<file path="src/sv/sst_pkg.sv">
// Shared types, codes and defaults for the scoped symbol table.
package sst_pkg;

   localparam int DEF_KEY_BITS     = 32;
   localparam int DEF_VALUE_BITS   = 32;
   localparam int DEF_MAX_BINDINGS = 64;
   localparam int DEF_MAX_SCOPES   = 16;

   // Fixed field widths on the ports
   localparam int OP_W     = 2;
   localparam int KEY_W    = 32;
   localparam int VAL_W    = 32;
   localparam int STATUS_W = 3;
   localparam int FSCOPE_W = 4;
   localparam int DEPTH_W  = 5;
   localparam int REQ_DATA_W = 64;
   localparam int RSP_DATA_W = 48;

   typedef enum logic [OP_W-1:0] {
      OP_OPEN   = 2'd0,
      OP_CLOSE  = 2'd1,
      OP_INSERT = 2'd2,
      OP_LOOKUP = 2'd3
   } opcode_type;

   typedef enum logic [STATUS_W-1:0] {
      ST_OK       = 3'd0,
      ST_NO_SCOPE = 3'd1,
      ST_DUP_KEY  = 3'd2,
      ST_FULL     = 3'd3,
      ST_OVERFLOW = 3'd4
   } status_type;

   typedef enum logic [1:0] {
      S_IDLE,
      S_DECIDE,
      S_EVAL,
      S_FINISH
   } state_type;

   // Controller to datapath
   typedef struct packed {
      logic       load;        // capture request, clear result, ptr <= count
      logic       open_scope;  // open_scopes + 1
      logic       close_scope; // open_scopes - 1, count <= ptr (+ keep)
      logic       keep;        // entry under examination survives the close
      logic       insert;      // write binding at count, count + 1
      logic       read;        // read entry ptr-1, ptr - 1
      logic       set_status;
      status_type status;
      logic       set_found;   // latch entry just read as the lookup hit
      logic       finish;      // move result into the output register
   } cmd_type;

   // Datapath to controller
   typedef struct packed {
      opcode_type op;
      logic       scopes_zero;
      logic       scopes_full;
      logic       count_full;
      logic       ptr_zero;
      logic       ent_top;     // entry just read belongs to innermost scope
      logic       key_match;   // entry just read carries the request key
      logic       out_free;
   } dp_status_type;

endpackage

</file>
<file path="src/sv/sst_ctrl.sv">
// Sequencer for the scoped symbol table: decides each step of an operation.
module sst_ctrl
   import sst_pkg::*;
(
   input  logic          clock,
   input  logic          reset,
   input  logic          req_tvalid,
   output logic          req_tready,
   input  dp_status_type st,
   output cmd_type       cmd
);

   state_type state_ff, state_in;

   always_ff @(posedge clock) begin
      if (reset) begin
         state_ff <= S_IDLE;
      end else begin
         state_ff <= state_in;
      end
   end

   // Next state
   always_comb begin
      state_in = state_ff;
      unique case (state_ff)
         S_IDLE: begin
            if (req_tvalid) state_in = S_DECIDE;
         end
         S_DECIDE: begin
            unique case (st.op)
               OP_OPEN:   state_in = S_FINISH;
               OP_CLOSE:  state_in = (st.scopes_zero || st.ptr_zero) ? S_FINISH : S_EVAL;
               OP_INSERT: state_in = (st.scopes_zero || st.ptr_zero) ? S_FINISH : S_EVAL;
               OP_LOOKUP: state_in = st.ptr_zero ? S_FINISH : S_EVAL;
               default:   state_in = S_FINISH;
            endcase
         end
         S_EVAL: begin
            unique case (st.op)
               OP_CLOSE: begin
                  state_in = (st.ent_top && !st.ptr_zero) ? S_EVAL : S_FINISH;
               end
               OP_INSERT: begin
                  state_in = (st.ent_top && !st.key_match && !st.ptr_zero) ? S_EVAL : S_FINISH;
               end
               OP_LOOKUP: begin
                  state_in = (!st.key_match && !st.ptr_zero) ? S_EVAL : S_FINISH;
               end
               default: state_in = S_FINISH;
            endcase
         end
         S_FINISH: begin
            if (st.out_free) state_in = S_IDLE;
         end
         default: state_in = S_IDLE;
      endcase
   end

   // Commands
   always_comb begin
      req_tready = 1'b0;
      cmd        = '0;
      cmd.status = ST_OK;
      unique case (state_ff)
         S_IDLE: begin
            req_tready = 1'b1;
            cmd.load   = req_tvalid;
         end
         S_DECIDE: begin
            unique case (st.op)
               OP_OPEN: begin
                  if (st.scopes_full) begin
                     cmd.set_status = 1'b1;
                     cmd.status     = ST_OVERFLOW;
                  end else begin
                     cmd.open_scope = 1'b1;
                  end
               end
               OP_CLOSE: begin
                  if (st.scopes_zero) begin
                     cmd.set_status = 1'b1;
                     cmd.status     = ST_NO_SCOPE;
                  end else if (st.ptr_zero) begin
                     cmd.close_scope = 1'b1;
                  end else begin
                     cmd.read = 1'b1;
                  end
               end
               OP_INSERT: begin
                  if (st.scopes_zero) begin
                     cmd.set_status = 1'b1;
                     cmd.status     = ST_NO_SCOPE;
                  end else if (!st.ptr_zero) begin
                     cmd.read = 1'b1;
                  end else if (st.count_full) begin
                     cmd.set_status = 1'b1;
                     cmd.status     = ST_FULL;
                  end else begin
                     cmd.insert = 1'b1;
                  end
               end
               OP_LOOKUP: begin
                  cmd.read = !st.ptr_zero;
               end
               default: cmd.read = 1'b0;
            endcase
         end
         S_EVAL: begin
            unique case (st.op)
               OP_CLOSE: begin
                  if (st.ent_top && !st.ptr_zero) begin
                     cmd.read = 1'b1;
                  end else begin
                     cmd.close_scope = 1'b1;
                     cmd.keep        = !st.ent_top;
                  end
               end
               OP_INSERT: begin
                  if (st.ent_top && st.key_match) begin
                     cmd.set_status = 1'b1;
                     cmd.status     = ST_DUP_KEY;
                  end else if (st.ent_top && !st.ptr_zero) begin
                     cmd.read = 1'b1;
                  end else if (st.count_full) begin
                     cmd.set_status = 1'b1;
                     cmd.status     = ST_FULL;
                  end else begin
                     cmd.insert = 1'b1;
                  end
               end
               OP_LOOKUP: begin
                  if (st.key_match) begin
                     cmd.set_found = 1'b1;
                  end else if (!st.ptr_zero) begin
                     cmd.read = 1'b1;
                  end
               end
               default: cmd.read = 1'b0;
            endcase
         end
         S_FINISH: begin
            cmd.finish = st.out_free;
         end
         default: req_tready = 1'b0;
      endcase
   end

endmodule

</file>
<file path="src/sv/sst_dpath.sv">
// Binding stack memories, scan pointer, counters and the result register.
module sst_dpath
   import sst_pkg::*;
#(
   parameter int KEY_BITS     = DEF_KEY_BITS,
   parameter int VALUE_BITS   = DEF_VALUE_BITS,
   parameter int MAX_BINDINGS = DEF_MAX_BINDINGS,
   parameter int MAX_SCOPES   = DEF_MAX_SCOPES
)(
   input  logic                  clock,
   input  logic                  reset,
   input  logic [REQ_DATA_W-1:0] req_tdata,
   input  logic [OP_W-1:0]       req_tuser,
   output logic                  rsp_tvalid,
   input  logic                  rsp_tready,
   output logic [RSP_DATA_W-1:0] rsp_tdata,
   input  cmd_type               cmd,
   output dp_status_type         st
);

   localparam int IDX_W = $clog2(MAX_BINDINGS);
   localparam int CNT_W = $clog2(MAX_BINDINGS + 1);
   localparam int LVL_W = $clog2(MAX_SCOPES);
   localparam int SCP_W = $clog2(MAX_SCOPES + 1);

   // Binding stack
   logic [KEY_BITS-1:0]   key_mem [MAX_BINDINGS];
   logic [VALUE_BITS-1:0] val_mem [MAX_BINDINGS];
   logic [LVL_W-1:0]      lvl_mem [MAX_BINDINGS];

   logic [CNT_W-1:0] count_ff,  count_in;
   logic [CNT_W-1:0] ptr_ff,    ptr_in;
   logic [SCP_W-1:0] scopes_ff, scopes_in;

   opcode_type          op_ff;
   logic [KEY_BITS-1:0] key_ff;
   logic [VALUE_BITS-1:0] val_ff;

   logic [KEY_BITS-1:0]   rd_key_ff;
   logic [VALUE_BITS-1:0] rd_val_ff;
   logic [LVL_W-1:0]      rd_lvl_ff;

   status_type          status_ff;
   logic                found_ff;
   logic [VAL_W-1:0]    fval_ff;
   logic [FSCOPE_W-1:0] fscope_ff;
   logic                incur_ff;

   logic                  rsp_valid_ff, rsp_valid_in;
   logic [RSP_DATA_W-1:0] rsp_data_ff;

   logic [CNT_W-1:0] ptr_dec;
   logic [LVL_W-1:0] top_lvl;
   logic [SCP_W-1:0] scopes_dec;

   assign ptr_dec    = ptr_ff - 1'b1;
   assign scopes_dec = scopes_ff - 1'b1;
   assign top_lvl    = scopes_dec[LVL_W-1:0];

   assign st.op          = op_ff;
   assign st.scopes_zero = (scopes_ff == '0);
   assign st.scopes_full = (scopes_ff == SCP_W'(MAX_SCOPES));
   assign st.count_full  = (count_ff == CNT_W'(MAX_BINDINGS));
   assign st.ptr_zero    = (ptr_ff == '0);
   assign st.ent_top     = (scopes_ff != '0) && (rd_lvl_ff == top_lvl);
   assign st.key_match   = (rd_key_ff == key_ff);
   assign st.out_free    = !rsp_valid_ff || rsp_tready;

   // Memory write at the stack top, registered read below the scan pointer
   always_ff @(posedge clock) begin
      if (cmd.insert) begin
         key_mem[count_ff[IDX_W-1:0]] <= key_ff;
         val_mem[count_ff[IDX_W-1:0]] <= val_ff;
         lvl_mem[count_ff[IDX_W-1:0]] <= top_lvl;
      end
   end

   always_ff @(posedge clock) begin
      if (cmd.read) begin
         rd_key_ff <= key_mem[ptr_dec[IDX_W-1:0]];
         rd_val_ff <= val_mem[ptr_dec[IDX_W-1:0]];
         rd_lvl_ff <= lvl_mem[ptr_dec[IDX_W-1:0]];
      end
   end

   always_comb begin
      count_in  = count_ff;
      ptr_in    = ptr_ff;
      scopes_in = scopes_ff;
      if (cmd.load)        ptr_in    = count_ff;
      if (cmd.read)        ptr_in    = ptr_dec;
      if (cmd.open_scope)  scopes_in = scopes_ff + 1'b1;
      if (cmd.close_scope) begin
         scopes_in = scopes_dec;
         count_in  = ptr_ff + CNT_W'(cmd.keep);
      end
      if (cmd.insert)      count_in  = count_ff + 1'b1;
   end

   always_comb begin
      rsp_valid_in = rsp_valid_ff;
      if (cmd.finish) begin
         rsp_valid_in = 1'b1;
      end else if (rsp_tready) begin
         rsp_valid_in = 1'b0;
      end
   end

   always_ff @(posedge clock) begin
      if (reset) begin
         count_ff     <= '0;
         ptr_ff       <= '0;
         scopes_ff    <= '0;
         rsp_valid_ff <= 1'b0;
      end else begin
         count_ff     <= count_in;
         ptr_ff       <= ptr_in;
         scopes_ff    <= scopes_in;
         rsp_valid_ff <= rsp_valid_in;
      end
   end

   // Request and result payload
   always_ff @(posedge clock) begin
      if (cmd.load) begin
         op_ff     <= opcode_type'(req_tuser);
         key_ff    <= KEY_BITS'(req_tdata[KEY_W-1:0]);
         val_ff    <= VALUE_BITS'(req_tdata[KEY_W+VAL_W-1:KEY_W]);
         status_ff <= ST_OK;
         found_ff  <= 1'b0;
         fval_ff   <= '0;
         fscope_ff <= '0;
         incur_ff  <= 1'b0;
      end else begin
         if (cmd.set_status) status_ff <= cmd.status;
         if (cmd.set_found) begin
            found_ff  <= 1'b1;
            fval_ff   <= VAL_W'(rd_val_ff);
            fscope_ff <= FSCOPE_W'(rd_lvl_ff);
            incur_ff  <= st.ent_top;
         end
      end
   end

   always_ff @(posedge clock) begin
      if (cmd.finish) begin
         rsp_data_ff <= {2'b00, DEPTH_W'(scopes_ff), incur_ff, fscope_ff, fval_ff,
                         found_ff, status_ff};
      end
   end

   assign rsp_tvalid = rsp_valid_ff;
   assign rsp_tdata  = rsp_data_ff;

`ifndef NO_ASSERTIONS
   a_count_bound: assert property (@(posedge clock) disable iff (reset)
      count_ff <= CNT_W'(MAX_BINDINGS))
      else $error("binding count beyond table size");

   a_scope_bound: assert property (@(posedge clock) disable iff (reset)
      scopes_ff <= SCP_W'(MAX_SCOPES))
      else $error("open scope count beyond limit");

   a_read_in_range: assert property (@(posedge clock) disable iff (reset)
      cmd.read |-> (ptr_ff != '0))
      else $error("stack read below entry zero");

   a_insert_room: assert property (@(posedge clock) disable iff (reset)
      cmd.insert |-> (count_ff != CNT_W'(MAX_BINDINGS)) && (scopes_ff != '0))
      else $error("insert into full table or with no scope");

   a_ptr_within_count: assert property (@(posedge clock) disable iff (reset)
      ptr_ff <= count_ff)
      else $error("scan pointer above stack top");
`endif

endmodule

</file>
<file path="src/sv/scoped_symbol_table_top.sv">
// Scoped symbol table: stream request in, one stream response out per request.
//
// A nested-scope symbol table. Each request item carries an opcode on req_tuser (0 open
// scope, 1 close innermost scope, 2 insert key/value into the innermost scope, 3 look up a
// key) and key and value on req_tdata; every request yields exactly one response item.
// Bindings live on one stack tagged with their scope level; a lookup returns the newest
// binding of a key, its level and whether it lies in the innermost scope, and closing a
// scope drops every binding it made. Errors come back as status codes and change nothing.
// One request is handled at a time. Close, insert and lookup examine stack entries one
// per cycle through the registered read port of the binding memory: close and insert
// walk the entries of the innermost scope from the top, a lookup walks down until the
// first key match (at most MAX_BINDINGS entries). A finished response waits in an output
// register, so the next request is taken while it is still unread. No clearing pass is
// needed after reset: only entries below the live count are ever read.
module scoped_symbol_table_top
   import sst_pkg::*;
#(
   parameter int KEY_BITS     = DEF_KEY_BITS,
   parameter int VALUE_BITS   = DEF_VALUE_BITS,
   parameter int MAX_BINDINGS = DEF_MAX_BINDINGS,
   parameter int MAX_SCOPES   = DEF_MAX_SCOPES
)(
   input  logic                  clock,
   input  logic                  reset,
   input  logic                  req_tvalid,
   output logic                  req_tready,
   input  logic [REQ_DATA_W-1:0] req_tdata,   // key[31:0], value[63:32]
   input  logic [OP_W-1:0]       req_tuser,   // opcode[1:0]
   output logic                  rsp_tvalid,
   input  logic                  rsp_tready,
   output logic [RSP_DATA_W-1:0] rsp_tdata    // status[2:0], found[3], found_value[35:4],
                                              // found_scope[39:36], in_current_scope[40],
                                              // scope_depth[45:41], zero[47:46]
);

   cmd_type       cmd;
   dp_status_type st;

   // Sequencer: steps each operation, one stack entry per cycle
   sst_ctrl u_ctrl (
      .clock      (clock),
      .reset      (reset),
      .req_tvalid (req_tvalid),
      .req_tready (req_tready),
      .st         (st),
      .cmd        (cmd)
   );

   // Binding stack, counters and the response register
   sst_dpath #(
      .KEY_BITS     (KEY_BITS),
      .VALUE_BITS   (VALUE_BITS),
      .MAX_BINDINGS (MAX_BINDINGS),
      .MAX_SCOPES   (MAX_SCOPES)
   ) u_dpath (
      .clock      (clock),
      .reset      (reset),
      .req_tdata  (req_tdata),
      .req_tuser  (req_tuser),
      .rsp_tvalid (rsp_tvalid),
      .rsp_tready (rsp_tready),
      .rsp_tdata  (rsp_tdata),
      .cmd        (cmd),
      .st         (st)
   );

endmodule

</file>
<file path="config.mk">
export PLATFORM = sky130hd
export DESIGN_NAME = scoped_symbol_table_top
export DESIGN_NICKNAME = d
export VERILOG_FILES = /design/src/sv/sst_pkg.sv /design/src/sv/sst_ctrl.sv /design/src/sv/sst_dpath.sv /design/src/sv/scoped_symbol_table_top.sv
export SDC_FILE = /design/constraint.sdc
export NUM_CORES = 2
export LEC_CHECK = 0
export BUFFER_PORTS_ARGS = -buffer_cell sky130_fd_sc_hd__clkbuf_2
export CAP_MARGIN = 20
export CORE_MARGIN = 2
export CORE_UTILIZATION = 59
export CTS_BUF_LIST = sky130_fd_sc_hd__clkbuf_8
export CTS_CLUSTER_SIZE = 16
export DETAILED_ROUTE_END_ITERATION = 6
export PLACE_DENSITY = 0.75
export SLEW_MARGIN = 10
export SYNTH_ARGS = -nofsm -noshare
export SYNTH_HDL_FRONTEND = slang
export SYNTH_MEMORY_MAX_BITS = 65536
export SYNTH_SLANG_ARGS = --single-unit
</file>
<file path="constraint.sdc">
create_clock -name clock -period 8.2 [get_ports clock]
set_input_delay 1.64 -clock clock [delete_from_list [all_inputs] [get_ports clock]]
set_output_delay 1.64 -clock clock [all_outputs]
set_load 0.02 [all_outputs]
</file>
### Yosys cells after proc, flatten, opt, wreduce, memory -nomap -nowiden

Memory sizes are Yosys's and may differ from the RTL's. A register that Yosys moved wholly into a read port is not among the register bits.
Index checks and enable logic that the tools add are counted.

* memory bits (read-only): 0
* input port bits: 70
* RAM bits: 4352
* bits in registers: 175
* bits in latches: 0
* word-level logic and storage cells: 116
* memories: 3

Memory list
* u_dpath.key_mem: words 64, bits a word 32, read ports 1, clocked after Yosys merged registers in 1, write ports 1, RTL line sst_dpath.sv:27 `logic [KEY_BITS-1:0] key_mem [MAX_BINDINGS];`
* u_dpath.val_mem: words 64, bits a word 32, read ports 1, clocked after Yosys merged registers in 1, write ports 1, RTL line sst_dpath.sv:28 `logic [VALUE_BITS-1:0] val_mem [MAX_BINDINGS];`
* u_dpath.lvl_mem: words 64, bits a word 4, read ports 1, clocked after Yosys merged registers in 1, write ports 1, RTL line sst_dpath.sv:29 `logic [LVL_W-1:0] lvl_mem [MAX_BINDINGS];`

* bitwise gates (word level): 0
* muxes and demuxes: 59
* multipliers: 0
* add/sub/neg operators: 5
* reduce and logical (&&, ||, !) cells: 23
* shifts and indexed selects: 0
* equality and inequality tests: 12
* div/mod/pow operators: 0
* magnitude comparators: 0

Operator list (number)
* $eq A32 B32 Y1: 1
* $mux W4: 8
* $mux W1: 31
* $mux W7: 4
* $mux W2: 6
* $pmux W2 S3: 2
* $pmux W4 S3: 1
* $pmux W6 S2: 1
* $mux W5: 2
* $eq A2 B2 Y1 const B: 4
* $pmux W2 S4: 1
* $reduce_bool A2 Y1: 4
* $add A7 B1 Y7: 1
* $add A7 B1 Y7 const B: 1
* $eq A7 B7 Y1 const B: 1
* $logic_not A7 Y1: 1
* $sub A7 B1 Y7 const B: 1
* $logic_and A1 B1 Y1: 6
* $pmux W1 S3: 2
* $add A5 B1 Y5 const B: 1
* $eq A5 B5 Y1 const B: 1
* $logic_not A5 Y1: 1
* $reduce_bool A5 Y1: 1
* $sub A5 B1 Y5 const B: 1
* other kinds (10): 16

### Longest topological paths before layout

* depth after elaboration: 10
* depth in mapped cells: 14

### Modules after synthesis

A second synthesis with hierarchy kept.

* cell total of the unflattened synthesis: 7662
* area total of the unflattened synthesis: 174584.9 µm²

By module, submodules not included
* sst_dpath: area each 174048.2 µm², times used 1, sequential area each 137311.7 µm², cells each 7589
* sst_ctrl: area each 536.8 µm², times used 1, sequential area each 40.0 µm², cells each 73

### Least setup slack after synthesis

Ideal clock, no wire load.

* path kind: flip-flop to flip-flop
* start point: register u_dpath.scopes_ff[0]
* end point: memory u_dpath.key_mem[56][0] (netlist bit) (enable)
* data required time: 7.705 ns
* stages on the path, launching flop included: 11
* data arrival time: 5.956 ns
* buffers on the path: 1
* path slack: 1.749 ns
* setup time: 0.495 ns
* path through: dfxtp_1 inv_1 ha_1 nor4b_1 nor4_1 and2_1 a21boi_2 a21oi_2 or4_1 clkbuf_1 nor2_1

* longest elaborated chain between the ends: 10

RTL lines
* from (decl): RTL line sst_dpath.sv:33 `logic [SCP_W-1:0] scopes_ff, scopes_in;`
* from (signal assigned): RTL line sst_dpath.sv:118 `scopes_ff <= scopes_in;`
* $sub A5 B1 Y5 *: RTL line sst_dpath.sv:57 `assign scopes_dec = scopes_ff - 1'b1;`
* net u_dpath.scopes_dec[0]: RTL line sst_dpath.sv:54 `logic [SCP_W-1:0] scopes_dec;`
* $eq A4 B4 Y1 *: RTL line sst_dpath.sv:65 `assign st.ent_top = (scopes_ff != '0) && (rd_lvl_ff == top_lvl);`
* $logic_and A1 B1 Y1 *: RTL line sst_dpath.sv:65
* $logic_and A1 B1 Y1: RTL line sst_ctrl.sv:123 `end else if (st.ent_top && !st.ptr_zero) begin`
* $mux W1: RTL line sst_ctrl.sv:123
* $mux W2 *: RTL line sst_ctrl.sv:120 `if (st.ent_top && st.key_match) begin`
* $mux W1 *: RTL line sst_ctrl.sv:110 `unique case (st.op)`
* $pmux W6 S2 *: RTL line sst_ctrl.sv:65 `unique case (state_ff)`
* $mux W1 *: RTL line sst_dpath.sv:71 `if (cmd.insert) begin`
* $mux W1 (not written as such) *: RTL line sst_dpath.sv:72 `key_mem[count_ff[IDX_W-1:0]] <= key_ff;`
* to (decl): RTL line sst_dpath.sv:27

The timed path passes the listed nets; every way through them passes the cells marked *.

### Worst setup path in the final report

* start point: register u_dpath.key_ff[19]
* end point: memory u_dpath.val_mem[2][12] (netlist bit) (enable)

* longest elaborated chain between the ends: 7

RTL lines
* from (decl): RTL line sst_dpath.sv:36 `logic [KEY_BITS-1:0] key_ff;`
* from (signal assigned): RTL line sst_dpath.sv:127 `key_ff <= KEY_BITS'(req_tdata[KEY_W-1:0]);`
* $eq A32 B32 Y1: RTL line sst_dpath.sv:66 `assign st.key_match = (rd_key_ff == key_ff);`
* $logic_and A1 B1 Y1: RTL line sst_ctrl.sv:120
* $mux W2: RTL line sst_ctrl.sv:120
* $mux W1: RTL line sst_ctrl.sv:110
* $pmux W6 S2: RTL line sst_ctrl.sv:65
* $mux W1: RTL line sst_dpath.sv:71
* $mux W1 (not written as such): RTL line sst_dpath.sv:73 `val_mem[count_ff[IDX_W-1:0]] <= val_ff;`
* to (decl): RTL line sst_dpath.sv:28

Every way passes these cells.

==> impl_summary.txt <==
----------------------------------------------------
[Outcome]
  Status ... complete, no violations

[CTS]
  Clock Tree Buf Depth ... 4
  Worst-Skew Late Latency ... around 1.2 ns
  Root buffer cell ... sky130_fd_sc_hd__clkbuf_8
  Post-CTS setup buffer count ... 0
  Number of gates resized after CTS ... 0
  Inserted Clock Buffers ... approximately 700
  Clock-pin slew on the worst setup and hold paths ... 0.06 ns
  Number of H-tree levels ... 6
  Post-CTS Hold Fix Bufs ... 0
  CTS tree ... done
  Sink count of the clock tree ... between 4000 and 5000

[Critical path]
  Worst Setup Path Type ... flip-flop to flip-flop
  Crit path launch type ... flip-flop
  Critical Path Most Common Cell ... sky130_fd_sc_hd__buf_4
  CP arrival ... 6.72 ns
  Highest net fanout along the worst path ... 65
  Library cell contributing the largest single delay on the critical path ... sky130_fd_sc_hd__nor4_1
  Critical Path, Cell by Cell ... buf_4 > xor2_1 > nor4_1 > nand4_1 > or2_2 > a21oi_2 > or4_1 > nor2_4 > buf_4
  Delay of the slowest cell on the worst path ... 0.81 ns
  Data required time at the worst endpoint ... about 8.9 ns
  R2r worst-path depth ... 9
  Crit end category ... flip-flop

[Floorplan]
  Initial Utilization ... 0.5919
  Core Footprint ... 0.2936 mm^2
  Site row count ... just under 200
  Die H ... approximately 550 um
  Die X-Extent ... about 550 um
  Top-level I/O count ... 120
  Floorplan die area ... 0.2989 mm^2

[Detailed routing]
  Average via count per standard cell ... 6.785
  Vias after detailed routing ... between 80000 and 90000
  Drt pass-1 iters ... 7
  Final antenna-violating net count ... 0
  Total Wirelength ... 435.6 mm
  DRC ... 0
  Starting DRT DRC Count ... ~13000
  Routed len/inst ... 36.18 um

[GRT]
  Pin count of the biggest net entering global routing ... 163
  Via count of the first global-routing pass ... ~82000
  Initial antenna violation count ... 24
  Total grt overflow ... 0
  Wire length of the first global-routing pass ... 610.3 mm
  Global-route usage over all layers ... 0.2917

[Logic synthesis]
  Synth async-reset ratio ... 0
  Yosys warns ... 0
  Sequential cell area fraction in the yosys report ... 0.7905
  Number of flops mapped to enable cells by yosys ... about 4500
  Netlist area before placement ... 0.1738 mm^2
  Most used DFF post-synth ... sky130_fd_sc_hd__edfxtp_1
  Mean Syn Cell Area ... ~25 um^2
  Cells after Synth ... between 6000 and 7000
  Number of different library cells in the post-synthesis netlist ... 66
  Seq cells post-synth ... about 4600

[Power]
  Clk network pwr share ... 0.353
  Portion of total power attributed to combinational logic ... 0.090
  Power density over the cells ... approximately 250 mW/mm^2
  VDD IR max ... roughly 0.00023 V
  Design internal power ... 37.18 mW
  Leak ... slightly below 60 nW
  Switching power ... roughly 12 mW
  Switching share of total power ... 0.2433
  Total power of the final layout ... between 40 and 50 mW
  Sequential share of power ... 0.556

[STA]
  Fin Setup TNS ... 0 ns
  Maximum clock skew at final layout ... between 0.07 and 0.08 ns
  Final cycle utilization of the critical path ... 0.7328
  RSZ-0062 raised after global routing ... no
  Transition time of the tightest slew-check pin ... ~1.2 ns
  Relative max-transition margin ... 0.1791
  Number of hold-slack violations in the final timing report ... 0
  Upper clock frequency limit ... around 170 MHz
  Minimum clock period after layout ... about 6.0 ns
  Final max-slew violation count ... 0
  Setup-violating endpoint count in the final report ... 0

[Layout]
  Highest-count cells in the layout ignoring fill and taps ... sky130_fd_sc_hd__edfxtp_1, sky130_fd_sc_hd__mux4_2, sky130_fd_sc_hd__clkbuf_8
  Sequential cell area ... roughly 0.14 mm^2
  Non-Filler Instances ... between 10000 and 15000
  Total area of multi-input combinational cells ... roughly 0.035 mm^2
  Most common cell after layout, fill and taps aside ... sky130_fd_sc_hd__edfxtp_1
  Nets ... 7653
  Share of layout cells above drive strength 1 ... 0.3364
  Area growth from synthesis to final layout ... 11.28%
  Filler instances ... 17570

[Worst hold path]
  Hold Crit Depth ... 0
  Worst hold path class ... flip-flop to flip-flop

[Placement]
  Half-perimeter wire length of the detailed placement result ... around 230 mm
  GPL Wtd Cong ... approximately 0.84
  Number of placed instances, taps included ... ~11000
  Port buffer count ... between 100 and 150

[Flow run]
  Max-cap check violation count ... 0

----------------------------------------------------
cells in the mapped netlist (10+ instances only):
library cell | number | area share
sky130_fd_sc_hd__xnor2_1 | 10 | 0.00050
sky130_fd_sc_hd__nor2_1 | 92 | 0.0020
sky130_fd_sc_hd__inv_1 | 21 | 0.00045
sky130_fd_sc_hd__dfxtp_1 | 63 | 0.0073
sky130_fd_sc_hd__buf_2 | 99 | 0.0029
sky130_fd_sc_hd__buf_1 | 43 | 0.00093
sky130_fd_sc_hd__clkbuf_1 | 211 | 0.0046
sky130_fd_sc_hd__nand3_1 | 20 | 0.00058
sky130_fd_sc_hd__edfxtp_1 | 4532 | 0.78
sky130_fd_sc_hd__nand2_1 | 108 | 0.0023
sky130_fd_sc_hd__ha_1 | 17 | 0.0012
sky130_fd_sc_hd__a21oi_1 | 50 | 0.0014
sky130_fd_sc_hd__nor4_1 | 13 | 0.00047
sky130_fd_sc_hd__xor2_1 | 41 | 0.0021
sky130_fd_sc_hd__mux4_2 | 1428 | 0.19
per-stage QoR:
step | hold WS (ns) | worst slack [ns] | instance area, um^2 | utilization
floorplan | 0.4019 | 1.749 | 173800 | -
global placement | 0.4121 | 2.357 | 180400 | 0.6147
detailed placement | 0.4175 | 2.273 | 180500 | 0.6149
CTS | 0.3921 | 2.245 | 193200 | 0.6582
global route | 0.3955 | 1.933 | 193300 | 0.6586
finish | 0.3893 | 2.191 | 193400 | 0.6587
final timing paths:
kind	start	endpoint	slack [ns]
worst min register to register	u_dpath.fval_ff[0]	u_dpath.rsp_tdata[4]	0.39
worst min-delay path	u_dpath.fval_ff[0]	u_dpath.rsp_tdata[4]	0.39
worst max register to register	u_dpath.key_ff[19]	u_dpath.val_mem[2][12]	2.19
worst max-delay path	u_dpath.key_ff[19]	u_dpath.val_mem[2][12]	2.19
critical path: cells and delay by family (launching register included):
kind | cells | cell delay [ns]
AND/OR/NAND/NOR | 5 | 3.27
buffers and inverters | 2 | 1.00
AO/OA/AOI/OAI | 1 | 0.55
flip-flops | 1 | 0.34
XOR/XNOR | 1 | 0.13
logic make-up after synthesis:
kind of cell,share of synthesized area
AOI/OAI and AO/OA,0.003637
and+or+nand+nor,0.007475
other,0.00002158
DFF,0.7905
muxes,0.1853
buffers and inverters,0.009116
adders and majority gates,0.001224
xor gates and xnor gates,0.002707
cell type report:
type	count	share of cell area
Antenna cell	8	0.0001035
Clock buffer	705	0.05018
Clock inverter	537	0.01547
Inverter	21	0.0004724
Multi-Input combinational cell	1885	0.1832
Sequential cell	4595	0.7104
Tap cell	3919	0.02536
Timing Repair Buffer	370	0.01487
routing by layer:
layer,vias to the layer above,GRT usage,share of wire,routed length [um]
li1,31390,-,-,-
met1,43570,0.4088,0.35,154300
met2,5917,0.4611,0.49,213600
met3,815,0.05739,0.11,48910
met4,8,0.1171,0.043,18680
met5,-,0,0.00012,54
sequential cells by signal, indices dropped and copies added, names as in the netlist, 2 cells and up:
name,cells
u_dpath.key_mem,2048
u_dpath.val_mem,2048
u_dpath.lvl_mem,256
u_dpath.rsp_tdata,46
u_dpath.fval_ff,32
u_dpath.key_ff,32
u_dpath.rd_key_ff,32
u_dpath.rd_val_ff,32
u_dpath.val_ff,32
u_dpath.count_ff,7
u_dpath.ptr_ff,7
u_dpath.scopes_ff,5
u_dpath.fscope_ff,4
u_dpath.rd_lvl_ff,4
u_dpath.status_ff,3
u_ctrl.state_ff,2
u_dpath.op_ff,2
power groups by stage:
| stage | logic [mW] | clock network [mW] | registers, mW |
|---|---|---|---|
| final | 4.44 | 17.4 | 27.3 |
| after global routing | 4.68 | 18.5 | 27.3 |
| after global placement | 4.27 | 0 | 27.8 |
| after floorplan | 2.00 | 0 | 28.5 |
| after CTS | 4.43 | 17.6 | 27.3 |
| after detailed placement | 4.44 | 0 | 27.8 |
No activity file was read; power rests on OpenSTA's default activity.
